File: src/cor_pkg.sv
// shared types and constants for the controller orientation recenter block
package cor_pkg;
  localparam logic CMD_HEADSET = 1'b0;
  localparam logic CMD_SAMPLE  = 1'b1;
  localparam int   BTN_RESET   = 5;
  localparam logic [6:0] BTN_KEEP_MASK = 7'h5f;

  typedef enum logic [1:0] {
    OP_MUL = 2'b01,
    OP_DIV = 2'b10
  } alu_op_t;

  // request from the sequencer to the shared arithmetic unit
  typedef struct packed {
    logic    start;
    alu_op_t op;
  } alu_ctl_t;
endpackage

File: src/controller_orientation_recenter.sv
// top level: controller orientation recenter with a shared mac and divider
// Usage: one input word per accepted in_valid/in_ready handshake. A word with
// cmd 0 stores the headset rotation quaternion and gives no result word. A
// word with cmd 1 works on one hand and gives one result word on out_*.
// When the reset button (bit 5) is set, the center and zero quaternions of
// that hand are recaptured first: two squared norms on the mac and eight
// divisions on a single restoring divider. Every sample then runs three
// quaternion products on one shared multiplier, each component accumulated
// term by term and then written back. One item is in flight at a time,
// in_ready is low meanwhile. The result is held in an output register; a
// stalled receiver holds it and the block takes no new word until it is taken.
// Reset (rst_n low, synchronous) sets the headset, center and zero quaternions to identity.
module controller_orientation_recenter import cor_pkg::*; #(
  parameter int COMPONENT_WIDTH = 16,
  parameter int FRAC_BITS       = 14
) (
  input  logic                              clk,
  input  logic                              rst_n,
  input  logic                              in_valid,
  output logic                              in_ready,
  input  logic                              in_cmd,
  input  logic                              in_hand,
  input  logic [6:0]                        in_buttons,
  input  logic signed [15:0]                in_touch_x,
  input  logic signed [15:0]                in_touch_y,
  input  logic signed [COMPONENT_WIDTH-1:0] in_quat_w,
  input  logic signed [COMPONENT_WIDTH-1:0] in_quat_x,
  input  logic signed [COMPONENT_WIDTH-1:0] in_quat_y,
  input  logic signed [COMPONENT_WIDTH-1:0] in_quat_z,
  output logic                              out_valid,
  input  logic                              out_ready,
  output logic                              out_hand,
  output logic [6:0]                        out_button_flags,
  output logic                              out_pad_touched,
  output logic signed [15:0]                out_pad_x,
  output logic signed [15:0]                out_pad_y,
  output logic signed [COMPONENT_WIDTH-1:0] out_orient_w,
  output logic signed [COMPONENT_WIDTH-1:0] out_orient_x,
  output logic signed [COMPONENT_WIDTH-1:0] out_orient_y,
  output logic signed [COMPONENT_WIDTH-1:0] out_orient_z
);
  localparam int CWD = COMPONENT_WIDTH;
  typedef logic signed [CWD-1:0] comp_t;
  typedef comp_t [3:0] quat_t;

  typedef enum logic [7:0] {
    ST_IDLE = 8'b0000_0001,
    ST_NRM  = 8'b0000_0010,
    ST_DIVS = 8'b0000_0100,
    ST_DIVW = 8'b0000_1000,
    ST_MUL  = 8'b0001_0000,
    ST_MWR  = 8'b0010_0000,
    ST_OUT  = 8'b0100_0000,
    ST_NWR  = 8'b1000_0000
  } state_t;

  // sqrt(1/2) at FRAC_BITS, saturated
  localparam longint CRAW = (64'd3037000500 + (64'd1 << (31 - FRAC_BITS))) >> (32 - FRAC_BITS);
  localparam longint CMAXL = (64'd1 << (CWD-1)) - 1;
  localparam comp_t CCORR = comp_t'((CRAW > CMAXL) ? CMAXL : CRAW);
  localparam longint IDL = ((64'd1 << FRAC_BITS) > CMAXL) ? CMAXL : (64'd1 << FRAC_BITS);
  localparam comp_t CONE = comp_t'(IDL);

  state_t state_r, state_nxt;
  quat_t  head_r, raw_r, acc_q_r, cen_r [2], zer_r [2];
  logic   hand_r, reset_cap_r;
  logic [6:0]  btn_r;
  logic [15:0] tx_r, ty_r;
  logic [1:0]  pass_r;   // product pass: 0 fix*raw, 1 *zero, 2 *center
  logic [1:0]  comp_r;   // component index
  logic [1:0]  term_r;   // product term index
  logic        nsel_r;   // 0 headset norm, 1 raw norm
  logic [2:0]  dsel_r;   // division index
  logic [CWD+1:0] den_r [2];
  logic        out_valid_r;
  quat_t       res_r;

  // mac operand selection
  quat_t p_q, q_q;
  comp_t mac_a, mac_b;
  logic  mac_neg, mac_clr, mac_en;
  logic signed [2*CWD+2:0] mac_acc;
  comp_t mac_res;
  logic [1:0] pi, qi;

  always_comb begin
    case (pass_r)
      2'd0:    begin p_q = {comp_t'(0), comp_t'(0), CCORR, CCORR}; q_q = raw_r; end
      2'd1:    begin p_q = acc_q_r; q_q = zer_r[hand_r]; end
      default: begin p_q = acc_q_r; q_q = cen_r[hand_r]; end
    endcase
  end

  // term table of the product: q index, p index, negate
  always_comb begin
    pi = 2'd0; qi = 2'd0; mac_neg = 1'b0;
    case ({comp_r, term_r})
      4'h0: begin qi = 0; pi = 0; end
      4'h1: begin qi = 1; pi = 1; mac_neg = 1'b1; end
      4'h2: begin qi = 2; pi = 2; mac_neg = 1'b1; end
      4'h3: begin qi = 3; pi = 3; mac_neg = 1'b1; end
      4'h4: begin qi = 0; pi = 1; end
      4'h5: begin qi = 1; pi = 0; end
      4'h6: begin qi = 2; pi = 3; end
      4'h7: begin qi = 3; pi = 2; mac_neg = 1'b1; end
      4'h8: begin qi = 0; pi = 2; end
      4'h9: begin qi = 2; pi = 0; end
      4'ha: begin qi = 3; pi = 1; end
      4'hb: begin qi = 1; pi = 3; mac_neg = 1'b1; end
      4'hc: begin qi = 0; pi = 3; end
      4'hd: begin qi = 3; pi = 0; end
      4'he: begin qi = 1; pi = 2; end
      default: begin qi = 2; pi = 1; mac_neg = 1'b1; end
    endcase
    if (state_r == ST_NRM) begin
      qi = term_r; pi = term_r; mac_neg = 1'b0;
    end
  end

  assign mac_a = (state_r == ST_NRM) ? (nsel_r ? raw_r[qi] : head_r[qi]) : q_q[qi];
  assign mac_b = (state_r == ST_NRM) ? (nsel_r ? raw_r[pi] : head_r[pi]) : p_q[pi];
  assign mac_en = (state_r == ST_NRM) || (state_r == ST_MUL);
  assign mac_clr = (term_r == 2'd0);

  cor_mac #(.COMPONENT_WIDTH(CWD), .FRAC_BITS(FRAC_BITS)) u_mac (
    .clk(clk), .clr(mac_clr), .acc_en(mac_en), .neg(mac_neg),
    .a(mac_a), .b(mac_b), .acc(mac_acc), .rnd_sat(mac_res)
  );

  // divider; norm stored unsaturated-positive, clipped to the divider width
  logic  div_start, div_done, div_neg;
  comp_t div_num, div_q;
  logic signed [2*CWD+2:0] nrm_rnd;
  logic [CWD+1:0] nrm_clip;
  assign nrm_rnd = (mac_acc + ((2*CWD+3)'(1) <<< (FRAC_BITS-1))) >>> FRAC_BITS;
  assign nrm_clip = (nrm_rnd > $signed((2*CWD+3)'({(CWD+2){1'b1}}))) ? '1 : nrm_rnd[CWD+1:0];

  assign div_start = (state_r == ST_DIVS);
  assign div_num = dsel_r[2] ? raw_r[dsel_r[1:0]] : head_r[dsel_r[1:0]];
  assign div_neg = dsel_r[2] ? (dsel_r[1:0] != 2'd0) : 1'b1;

  cor_div #(.COMPONENT_WIDTH(CWD), .FRAC_BITS(FRAC_BITS)) u_div (
    .clk(clk), .rst_n(rst_n), .start(div_start), .num(div_num),
    .den(den_r[dsel_r[2]]), .negate(div_neg), .done(div_done), .quo(div_q)
  );

  // no new word while a result word waits in the output register
  assign in_ready = (state_r == ST_IDLE) && !out_valid_r;

  always_comb begin
    state_nxt = state_r;
    case (state_r)
      ST_IDLE: if (in_valid && in_ready && in_cmd == CMD_SAMPLE)
                 state_nxt = in_buttons[BTN_RESET] ? ST_NRM : ST_MUL;
      ST_NRM:  if (term_r == 2'd3) state_nxt = ST_NWR;
      ST_NWR:  state_nxt = nsel_r ? ST_DIVS : ST_NRM;
      ST_DIVS: state_nxt = ST_DIVW;
      ST_DIVW: if (div_done) state_nxt = (dsel_r == 3'd7) ? ST_MUL : ST_DIVS;
      ST_MUL:  if (term_r == 2'd3) state_nxt = ST_MWR;
      ST_MWR:  if (comp_r == 2'd3 && pass_r == 2'd2) state_nxt = ST_OUT;
               else state_nxt = ST_MUL;
      ST_OUT:  if (!out_valid_r) state_nxt = ST_IDLE;
      default: state_nxt = ST_IDLE;
    endcase
  end

  always_ff @(posedge clk) begin
    if (!rst_n) begin
      state_r <= ST_IDLE;
      out_valid_r <= 1'b0;
      head_r <= {comp_t'(0), comp_t'(0), comp_t'(0), CONE};
      for (int h = 0; h < 2; h++) begin
        cen_r[h] <= {comp_t'(0), comp_t'(0), comp_t'(0), CONE};
        zer_r[h] <= {comp_t'(0), comp_t'(0), comp_t'(0), CONE};
      end
      term_r <= '0; comp_r <= '0; pass_r <= '0; nsel_r <= 1'b0; dsel_r <= '0;
    end else begin
      state_r <= state_nxt;
      if (out_valid_r && out_ready) out_valid_r <= 1'b0;
      case (state_r)
        ST_IDLE: begin
          term_r <= '0; comp_r <= '0; pass_r <= '0; nsel_r <= 1'b0; dsel_r <= '0;
          if (in_valid && in_ready) begin
            if (in_cmd == CMD_HEADSET)
              head_r <= {in_quat_z, in_quat_y, in_quat_x, in_quat_w};
            raw_r <= {in_quat_z, in_quat_y, in_quat_x, in_quat_w};
            hand_r <= in_hand; btn_r <= in_buttons; tx_r <= in_touch_x; ty_r <= in_touch_y;
          end
        end
        ST_NRM: term_r <= term_r + 2'd1;
        ST_NWR: begin
          den_r[nsel_r] <= nrm_clip;
          nsel_r <= 1'b1;
        end
        ST_DIVW: if (div_done) begin
          if (dsel_r[2]) zer_r[hand_r][dsel_r[1:0]] <= div_q;
          else           cen_r[hand_r][dsel_r[1:0]] <= div_q;
          dsel_r <= dsel_r + 3'd1;
        end
        ST_MUL: term_r <= term_r + 2'd1;
        ST_MWR: begin
          res_r[comp_r] <= mac_res;
          comp_r <= comp_r + 2'd1;
          if (comp_r == 2'd3) begin
            acc_q_r <= {mac_res, res_r[2], res_r[1], res_r[0]};
            pass_r <= pass_r + 2'd1;
          end
        end
        ST_OUT: if (!out_valid_r) out_valid_r <= 1'b1;
        default: ;
      endcase
    end
  end

  assign out_valid = out_valid_r;
  assign out_hand = hand_r;
  assign out_button_flags = btn_r & BTN_KEEP_MASK;
  assign out_pad_touched = (tx_r != '0) || (ty_r != '0);
  assign out_pad_x = tx_r;
  assign out_pad_y = ty_r;
  assign out_orient_w = acc_q_r[0];
  assign out_orient_x = acc_q_r[1];
  assign out_orient_y = acc_q_r[2];
  assign out_orient_z = acc_q_r[3];

`ifndef NO_ASSERTIONS
  a_ready_idle: assert property (@(posedge clk) disable iff (!rst_n)
    out_valid_r |-> !(state_r == ST_MUL)) else $error("busy while result pending");
  a_div_only_reset: assert property (@(posedge clk) disable iff (!rst_n)
    (state_r == ST_DIVS) |-> btn_r[BTN_RESET]) else $error("division without reset");
  a_out_hold: assert property (@(posedge clk) disable iff (!rst_n)
    (out_valid && !out_ready) |=> out_valid && $stable(out_orient_w)) else $error("result lost");
`endif
endmodule

File: src/cor_mac.sv
// shared multiply-accumulate unit: one product per cycle while acc_en is set, rounded and saturated
module cor_mac import cor_pkg::*; #(
  parameter int COMPONENT_WIDTH = 16,
  parameter int FRAC_BITS       = 14
) (
  input  logic                              clk,
  input  logic                              clr,
  input  logic                              acc_en,
  input  logic                              neg,
  input  logic signed [COMPONENT_WIDTH-1:0] a,
  input  logic signed [COMPONENT_WIDTH-1:0] b,
  output logic signed [2*COMPONENT_WIDTH+2:0] acc,
  output logic signed [COMPONENT_WIDTH-1:0] rnd_sat
);
  localparam int AW = 2*COMPONENT_WIDTH + 3;
  logic signed [2*COMPONENT_WIDTH-1:0] prod;
  logic signed [AW-1:0] acc_r, acc_nxt, rnd;
  logic signed [AW-1:0] cmax, cmin;

  assign prod = a * b;
  assign cmax = AW'((64'sd1 <<< (COMPONENT_WIDTH-1)) - 1);
  assign cmin = -cmax - AW'(1);

  always_comb begin
    acc_nxt = clr ? '0 : acc_r;
    if (acc_en) begin
      if (neg) acc_nxt = acc_nxt - AW'(prod);
      else     acc_nxt = acc_nxt + AW'(prod);
    end
  end

  always_ff @(posedge clk) begin
    acc_r <= acc_nxt;
  end

  // round half up then saturate
  assign rnd = (acc_r + (AW'(1) <<< (FRAC_BITS-1))) >>> FRAC_BITS;
  always_comb begin
    if (rnd > cmax)      rnd_sat = cmax[COMPONENT_WIDTH-1:0];
    else if (rnd < cmin) rnd_sat = cmin[COMPONENT_WIDTH-1:0];
    else                 rnd_sat = rnd[COMPONENT_WIDTH-1:0];
  end
  assign acc = acc_r;
endmodule

File: src/cor_div.sv
// restoring divider, one quotient bit per cycle, rounded and saturated
module cor_div import cor_pkg::*; #(
  parameter int COMPONENT_WIDTH = 16,
  parameter int FRAC_BITS       = 14
) (
  input  logic                              clk,
  input  logic                              rst_n,
  input  logic                              start,
  input  logic signed [COMPONENT_WIDTH-1:0] num,
  input  logic        [COMPONENT_WIDTH+1:0] den,
  input  logic                              negate,
  output logic                              done,
  output logic signed [COMPONENT_WIDTH-1:0] quo
);
  // magnitude < 2^CW; numerator scaled by 2^FB plus den/2
  localparam int NW = COMPONENT_WIDTH + FRAC_BITS + 1;
  localparam int DW = COMPONENT_WIDTH + 2;
  localparam int CW = $clog2(NW + 1);
  logic [NW-1:0] n_r, n_nxt;
  logic [DW:0]   rem_r, rem_nxt, trial;
  logic [NW-1:0] q_r, q_nxt;
  logic [CW-1:0] cnt_r, cnt_nxt;
  logic          busy_r, busy_nxt, neg_r, neg_nxt, zn_r, zn_nxt, zd_r, zd_nxt;
  logic          done_r, done_nxt;
  logic [COMPONENT_WIDTH:0] mag;
  logic [NW-1:0] qmax, qmin_mag;

  assign mag = num[COMPONENT_WIDTH-1] ? (COMPONENT_WIDTH+1)'(-$signed({num[COMPONENT_WIDTH-1], num}))
                                      : {1'b0, num};
  assign trial = {rem_r[DW-1:0], n_r[NW-1]} - {1'b0, den};
  assign qmax = NW'((64'd1 << (COMPONENT_WIDTH-1)) - 1);
  assign qmin_mag = NW'(64'd1 << (COMPONENT_WIDTH-1));

  always_comb begin
    n_nxt = n_r; rem_nxt = rem_r; q_nxt = q_r; cnt_nxt = cnt_r;
    busy_nxt = busy_r; neg_nxt = neg_r; zn_nxt = zn_r; zd_nxt = zd_r; done_nxt = 1'b0;
    if (start) begin
      n_nxt = (NW'(mag) << FRAC_BITS) + NW'(den >> 1);
      rem_nxt = '0; q_nxt = '0; cnt_nxt = CW'(NW);
      busy_nxt = 1'b1;
      neg_nxt = num[COMPONENT_WIDTH-1] ^ negate;
      zn_nxt = (mag == '0);
      zd_nxt = (den == '0);
    end else if (busy_r) begin
      if (trial[DW]) begin
        rem_nxt = {rem_r[DW-1:0], n_r[NW-1]};
        q_nxt = {q_r[NW-2:0], 1'b0};
      end else begin
        rem_nxt = trial;
        q_nxt = {q_r[NW-2:0], 1'b1};
      end
      n_nxt = {n_r[NW-2:0], 1'b0};
      cnt_nxt = cnt_r - CW'(1);
      if (cnt_r == CW'(1)) begin
        busy_nxt = 1'b0;
        done_nxt = 1'b1;
      end
    end
  end

  always_ff @(posedge clk) begin
    if (!rst_n) begin
      busy_r <= 1'b0;
      done_r <= 1'b0;
    end else begin
      busy_r <= busy_nxt;
      done_r <= done_nxt;
    end
    n_r <= n_nxt; rem_r <= rem_nxt; q_r <= q_nxt; cnt_r <= cnt_nxt;
    neg_r <= neg_nxt; zn_r <= zn_nxt; zd_r <= zd_nxt;
  end

  always_comb begin
    if (zn_r)           quo = '0;
    else if (zd_r)      quo = neg_r ? qmin_mag[COMPONENT_WIDTH-1:0] : qmax[COMPONENT_WIDTH-1:0];
    else if (neg_r)     quo = (q_r >= qmin_mag) ? qmin_mag[COMPONENT_WIDTH-1:0]
                                                : COMPONENT_WIDTH'(-$signed({1'b0, q_r}));
    else                quo = (q_r > qmax) ? qmax[COMPONENT_WIDTH-1:0] : q_r[COMPONENT_WIDTH-1:0];
  end
  assign done = done_r;
endmodule

File: config.mk
export PLATFORM = sky130hd
export DESIGN_NAME = controller_orientation_recenter
export DESIGN_NICKNAME = d
export VERILOG_FILES = /design/src/cor_pkg.sv /design/src/controller_orientation_recenter.sv /design/src/cor_mac.sv /design/src/cor_div.sv
export SDC_FILE = /design/constraint.sdc
export NUM_CORES = 2
export LEC_CHECK = 0
export BUFFER_PORTS_ARGS = -buffer_cell sky130_fd_sc_hd__buf_2
export CORE_ASPECT_RATIO = 1.1
export CORE_MARGIN = 1
export CORE_UTILIZATION = 43
export CTS_BUF_LIST = sky130_fd_sc_hd__clkbuf_16
export DETAILED_ROUTE_END_ITERATION = 16
export HOLD_SLACK_MARGIN = 0.08
export PLACE_DENSITY_LB_ADDON = 0.3
export SYNTH_ARGS = -nofsm -noshare
export SYNTH_HDL_FRONTEND = slang
export SYNTH_HIERARCHICAL = 1
export SYNTH_SLANG_ARGS = --single-unit
File: constraint.sdc
create_clock -name clk -period 16.6 [get_ports clk]
set_input_delay 0 -clock clk [delete_from_list [all_inputs] [get_ports clk]]
set_output_delay 0 -clock clk [all_outputs]
set_load 0.05 [all_outputs]
# Yosys cells after proc, flatten, opt, wreduce, memory -nomap -nowiden
# Memory sizes are Yosys's and may differ from the RTL's. A register that Yosys moved wholly into a read port is not among the register bits.
# Index checks and enable logic that the tools add are counted.
[totals]
ff_bits = 440
output_inout_bits = 107
input_bits = 109
memories = 3
ramBits = 292
[op_classes]
addsub = 12
n_eq_ne = 34
muxes = 100
bitwise = 4
order_cmp = 11
n_mul = 1
n_reduce_logical = 41
[mem_list]
columns = ["name", "depth", "width", "rd", "rd_clocked_by_memory_dff", "write_ports", "line", "source"]
rows = [
  ["cen_r", 2, 64, 1, 1, 2, "controller_orientation_recenter.sv:65", "quat_t head_r, raw_r, acc_q_r, cen_r [2], zer_r [2];"],
  ["zer_r", 2, 64, 1, 1, 2, "controller_orientation_recenter.sv:65", ""],
  ["den_r", 2, 18, 1, 1, 1, "controller_orientation_recenter.sv:74", "logic [CWD+1:0] den_r [2];"],
]
[ops]
columns = ["operator", "count"]
rows = [
  ["$mux W64", 7],
  ["$mux W16", 23],
  ["$bmux W16 S2", 8],
  ["$pmux W64 S2", 1],
  ["$reduce_or A64 Y1", 2],
  ["$mux W35", 3],
  ["$bwmux W64", 1],
  ["$demux W16 S2", 2],
  ["$pmux W8 S8", 1],
  ["$mux W31", 2],
  ["$mux W8", 5],
  ["$mux W18", 2],
  ["$add A35 B15 Y35 const B", 1],
  ["$add A35 B32 Y35", 1],
  ["$sub A35 B32 Y35", 1],
  ["$mul A16 B16 Y32", 1],
  ["$reduce_bool A16 Y1", 2],
  ["$add A31 B17 Y31", 1],
  ["$ge A31 B16 Y1 const B", 1],
  ["$gt A31 B15 Y1 const B", 1],
  ["$mux W1", 29],
  ["$eq A4 B4 Y1 const B", 7],
  ["$reduce_or A4 Y1", 6],
  ["$gt A21 B16 Y1 const B", 1],
  ["52 further kinds", 94],
]

# Longest topological paths before layout
[depth]
ltp_word = 12
depth_mapped = 48
mapped_depth_nobuf = 44

# Hierarchy
# Netlist, hierarchy kept.
[by_module_without_submodules]
columns = ["module", "seq_area_each_um2", "cells_each", "n_inst", "area_each_um2"]
rows = [
  ["controller_orientation_recenter", 16926.2, 2189, 1, 27438.8],
  ["cor_mac", 700.7, 1683, 1, 14263.7],
  ["cor_div", 2142.1, 681, 1, 6029.5],
]

# Least setup slack after synthesis
# Ideal clock, no wire load.
[synth_timing]
kind = "register to register"
from = "register term_r[1]"
to = "register u_mac.acc_r[28], in the netlist u_mac/acc[28]"
arrival_time_ns = 11.132
n_path_buf = 2
path_slack_ns = 5.347
setup_time_ns = 0.121
stages_incl_launch_ff = 44
path_cell_list = "dfxtp_1 -> clkinv_1 -> ha_1 -> a22o_1 -> a221oi_1 -> a211oi_2 -> nor2_4 -> buf_4 -> mux2_1 -> mux2_2 -> a221o_1 -> clkbuf_1 -> and2_1 -> fa_1 -> inv_1 -> fa_1 -> fa_1 -> inv_1 -> (+8 left out) -> and2_1 -> xnor2_1 -> nand3b_1 -> nor3b_1 -> a21oi_1 -> xnor2_1 -> ha_1 -> a21o_1 -> a21o_1 -> a21o_1 -> a21o_1 -> a311oi_1 -> o21a_1 -> o21ai_0 -> a21o_1 -> a21oi_1 -> xnor2_1 -> mux2_2"
[synth_between]
word_cells_on_any_way = 51
classes_between = "add/sub (2); mul (1); eq/ne (14); mux (25); reduce/logical (9)"
[synth_rtl]
columns = ["item", "line", "source"]
rows = [
  ["from (decl)", "controller_orientation_recenter.sv:71", "logic [1:0] term_r;"],
  ["from (signal assigned)", "controller_orientation_recenter.sv:190", "ST_NRM: term_r <= term_r + 2'd1;"],
  ["from (signal assigned)", "controller_orientation_recenter.sv:200", "ST_MUL: term_r <= term_r + 2'd1;"],
  ["$logic_not A2 Y1 (*)", "controller_orientation_recenter.sv:123", "assign mac_clr = (term_r == 2'd0);"],
  ["net mac_clr", "controller_orientation_recenter.sv:81", "logic mac_neg, mac_clr, mac_en;"],
  ["$mux W35 (*)", "cor_mac.sv:25", "acc_nxt = clr ? '0 : acc_r;"],
  ["$add A35 B32 Y35 / $sub A35 B32 Y35 (equally long branches)", "cor_mac.sv:28, cor_mac.sv:27", ""],
  ["$mux W35", "cor_mac.sv:27", "if (neg) acc_nxt = acc_nxt - AW'(prod);"],
  ["$mux W35 (*)", "cor_mac.sv:26", "if (acc_en) begin"],
  ["net u_mac.acc_nxt[28]", "cor_mac.sv:17", "logic signed [AW-1:0] acc_r, acc_nxt, rnd;"],
  ["to (signal assigned)", "cor_mac.sv:33", "acc_r <= acc_nxt;"],
  ["to (decl)", "cor_mac.sv:17", ""],
]
# Mark *: on every way through the listed nets, which the timed path passes. The rest lies on a longest branch. The select of a mux whose other input is x is not followed.
# A chain may end at the register's enable or synchronous reset.

# Final worst setup path
[layout_timing]
from = "register term_r[1]"
to = "register u_mac.acc_r[32], in the netlist u_mac/acc[32]"
# Same word-level chain as after synthesis.

==> run summary <==
## STA
- 70.4 MHz — maximum achievable frequency
- 0 ns — total negative slack
- 8.50% — Rel. slew slack
- no — setup repair after global routing missed its margin
- 14.20 ns — Final min period
- 85.5% — share of the cycle needed by the critical path after routing
- 0 — number of max-slew violations in the final report
- 0 — final-report setup violation count
- 1.36 ns — slew at the pin with the worst max-slew slack
- 0.0581 ns — Clock Skews
- 0 — final-report hold violation count

## Critical path
- 52 — largest fanout of any net on the critical path
- 43 — Register-to-Register Path Depth
- 7 — Buf+Inv Stages, Crit Path
- 1.03 ns — max incr delay on CP
- term_r[1]$_SDFFE_PN0P_ — critical register-to-register path startpoint
- 2.40 ns — r2r setup slk
- sky130_fd_sc_hd__nor3_2 — highest-delay cell along the critical path
- reg -> reg — kind of critical path
- u_mac/acc[32]$_DFF_P_ — Critical R2R Capture
- 14.73 ns — Worst Path Arrival
- flop — CP Capture Type
- compound AO/OA/AOI/OAI gates — Top delay family on crit path
- 17.13 ns — Worst EP required
- flop — Critical Path Start Type

## Global route
- 93 — maximum number of pins on one net before global-route repair
- 0 — Remaining Overflow, GRT
- 3 — number of antenna violations at the first check in global routing
- 36,500 — number of global-route vias before repair
- 220,000 um — first-pass GRT wire length
- 25.5% — all-layer global routing usage

## Detailed routing
- 36,700 — via count of the routed design
- 22.7 um — average wire per standard cell
- 5.79 — via density per instance
- 0 — DRC violations left
- 143,000 um — DRT Wirelength
- 3,437 — drt first-iter violations
- 0 — number of routed nets with antenna violations
- 8 — TritonRoute pass-1 iters

## Synthesis
- 47,700 sq um — Post-Syn Area
- 0% — ys async rst share
- 41.4% — sequential-to-total area share from yosys stat
- 10.5 sq um — average cell area after synthesis
- sky130_fd_sc_hd__edfxtp_1 34%, sky130_fd_sc_hd__fa_1 11%, sky130_fd_sc_hd__dfxtp_1 7.4%, sky130_fd_sc_hd__mux2i_1 4.4%, sky130_fd_sc_hd__ha_1 4.2% — largest cells by area after synthesis
- 5,088 — Mapped Nets
- sky130_fd_sc_hd__edfxtp_1 — most frequent cell after synthesis
- 541 — number of flops mapped to enable cells by yosys
- 541 x sky130_fd_sc_hd__edfxtp_1, 507 x sky130_fd_sc_hd__nand2_1, 396 x sky130_fd_sc_hd__inv_1 — leading cell types by count after synthesis
- sky130_fd_sc_hd__edfxtp_1 — most instantiated flip-flop cell in the synthesis netlist
- 34.0% — Yosys top cell area share
- 4,553 — instance count of the mapped netlist
- 100 — Synth cell types
- sky130_fd_sc_hd__edfxtp_1 — dominant cell type by area after synthesis
- 6 — yosys warns
- 717 — FF+latch count, synth

## Place
- 214 — IO buf count
- 0.942 — gp weighted congestion
- 101,000 um — estimated wirelength of the detail-placed design

## Layout
- 5,379 — Layout Nets
- 13.3% — layout cell share with drive strength beyond 1
- 15.2% — Area growth syn-to-layout
- 9,648 — filler cell count
- 25,500 sq um — multi-input logic area
- 19,800 sq um — register area

## Clocking
- 0 — count of buffers added by post-CTS timing repair for setup
- 0.69 ns — clock insertion delay at the later pin of the skew report
- 0 — Resized Gates After CTS
- sky130_fd_sc_hd__clkbuf_16 — CTS Root Buffer Type
- 3 — CTS H-tree lvls
- 192 — quantity of hold-fixing buffers added after cts
- built — TritonCTS clock tree
- 0.06 ns — clock-pin slew reported for the worst setup and hold paths after clock tree synthesis
- 717 — sinks on the clock net
- 82 — total CTS buffers
- 3 — maximum clock path buffer count

## Floorplan
- 127 — total number of placement rows
- 112,000 sq um — die outline area
- 216 — count of boundary I/O pins
- 43.6% — effective utilization at floorplan
- 109,000 sq um — core footprint
- 320 um — width of the die
- 351 um — Die Ht

## Min path
- 2 — Worst Hold Depth
- raw_r[36]$_DFFE_PP_ — worst-case hold path end point
- in -> reg — class of the tightest hold or removal check
- in_quat_y[4] — start point of the worst hold path

## Status
- completed — run status

## Job
- 0 — maximum capacitance violations

## state kept, by name, summed over array words and instances, names as in the netlist, 8 cells and up, named ones only
register      cells
cen_r           128
den_r            36
head_r           64
out_orient_w     16
out_orient_x     16
out_orient_y     16
out_orient_z     16
out_pad_x        16
out_pad_y        16
raw_r            64
res_r            48
state_r           8
u_div/n_r        31
u_div/q_r        31
u_div/rem_r      18
u_mac/acc        35
zer_r           128
## area by class of cell
cell class / instances / share of cell area, %
Sequential cell: 717 / 36.0
Tap cell: 1419 / 3.23
Clock buffer: 83 / 3.78
Multi-Input combinational cell: 3160 / 46.4
Inverter: 398 / 2.72
Timing Repair Buffer: 485 / 6.54
Antenna cell: 3 / 0.0137
Clock inverter: 67 / 1.36
## worst max-delay path by stage
stage / from / slack (ns) / end / depth (start not counted)
final: term_r[1]$_SDFFE_PN0P_ / 2.40 / u_mac/acc[32]$_DFF_P_ / 43
after global placement: term_r[1]$_SDFFE_PN0P_ / 2.85 / u_mac/acc[34]$_DFF_P_ / 45
after CTS: term_r[1]$_SDFFE_PN0P_ / 2.61 / u_mac/acc[32]$_DFF_P_ / 45
after detailed placement: term_r[1]$_SDFFE_PN0P_ / 2.73 / u_mac/acc[32]$_DFF_P_ / 45
after floorplan: term_r[1]$_SDFFE_PN0P_ / 5.35 / u_mac/acc[28]$_DFF_P_ / 43
after global routing: term_r[1]$_SDFFE_PN0P_ / 1.64 / u_mac/acc[34]$_DFF_P_ / 42
## placed cells by master (no fill, tap or decap), types with 35 or more instances in the layout
cell | netlist | layout
sky130_fd_sc_hd__dfxtp_1 | 176 | 172
sky130_fd_sc_hd__nand3_1 | 62 | 62
sky130_fd_sc_hd__dlygate4sd3_1 | 0 | 193
sky130_fd_sc_hd__xor2_1 | 49 | 49
sky130_fd_sc_hd__and3_1 | 287 | 285
sky130_fd_sc_hd__nand2b_1 | 35 | 35
sky130_fd_sc_hd__mux2_2 | 132 | 132
sky130_fd_sc_hd__o21ai_0 | 125 | 125
sky130_fd_sc_hd__clkbuf_16 | 0 | 83
sky130_fd_sc_hd__fa_1 | 265 | 265
sky130_fd_sc_hd__a21oi_1 | 231 | 224
sky130_fd_sc_hd__buf_2 | 15 | 215
sky130_fd_sc_hd__mux2i_1 | 208 | 208
sky130_fd_sc_hd__buf_4 | 7 | 76
sky130_fd_sc_hd__nand2_1 | 507 | 507
sky130_fd_sc_hd__ha_1 | 161 | 159
sky130_fd_sc_hd__nor2b_1 | 62 | 62
sky130_fd_sc_hd__a211oi_1 | 72 | 71
sky130_fd_sc_hd__and2_1 | 132 | 132
sky130_fd_sc_hd__o22ai_1 | 39 | 39
sky130_fd_sc_hd__inv_1 | 396 | 411
sky130_fd_sc_hd__a21o_1 | 39 | 39
sky130_fd_sc_hd__edfxtp_1 | 541 | 541
sky130_fd_sc_hd__nor3_1 | 61 | 46
sky130_fd_sc_hd__nor2_1 | 190 | 190
sky130_fd_sc_hd__xnor2_1 | 117 | 116
## logic make-up after synthesis
logic type	after synthesis	synth area share, %
buffers and inverters	676	5.49
AO/OA/AOI/OAI	714	9.74
XOR/XNOR	167	3.08
flip-flops	717	41.4
adder cells (fa/ha/maj)	426	15.3
other	1	0.00786
AND/OR/NAND/NOR	1469	15.6
multiplexers	383	9.30
## worst reg2reg max path, delay by kind of cell, from the launching register on
kind                       cells  cell delay (ns)
AOI/OAI and AO/OA             14             4.37
adders and majority gates      9             4.02
muxes                          2             0.75
buffers and inverters          7             1.71
xor gates and xnor gates       3             0.33
DFF                            1             0.30
and+or+nand+nor                8             2.60
## through the flow
step	hold WS (ns)	worst slack [ns]	area [sq um]	instances	utilization [%]
floorplan	0.0989	5.35	47700	4553	-
global placement	0.177	2.85	50200	5985	45.9
detailed placement	0.178	2.73	50200	5986	45.9
CTS	0.0807	2.61	55000	6328	50.2
global route	0.109	1.64	55000	6331	50.2
finish	0.109	2.40	55000	6332	50.2
## per-layer routing
layer  global-route usage, %  vias up  part of all wire, %  wire length (um)
li1                        -    16600                    -                 -
met1                    32.9    18200                   41             58500
met2                    42.1     1454                   47             67900
met3                    3.98      338                  6.9              9880
met4                    11.9        0                  5.0              7200
met5                       0        -                    0                 0
Power is not shown: default switching activity piles up to over one toggle a cycle in this logic, so the estimate is an artifact.
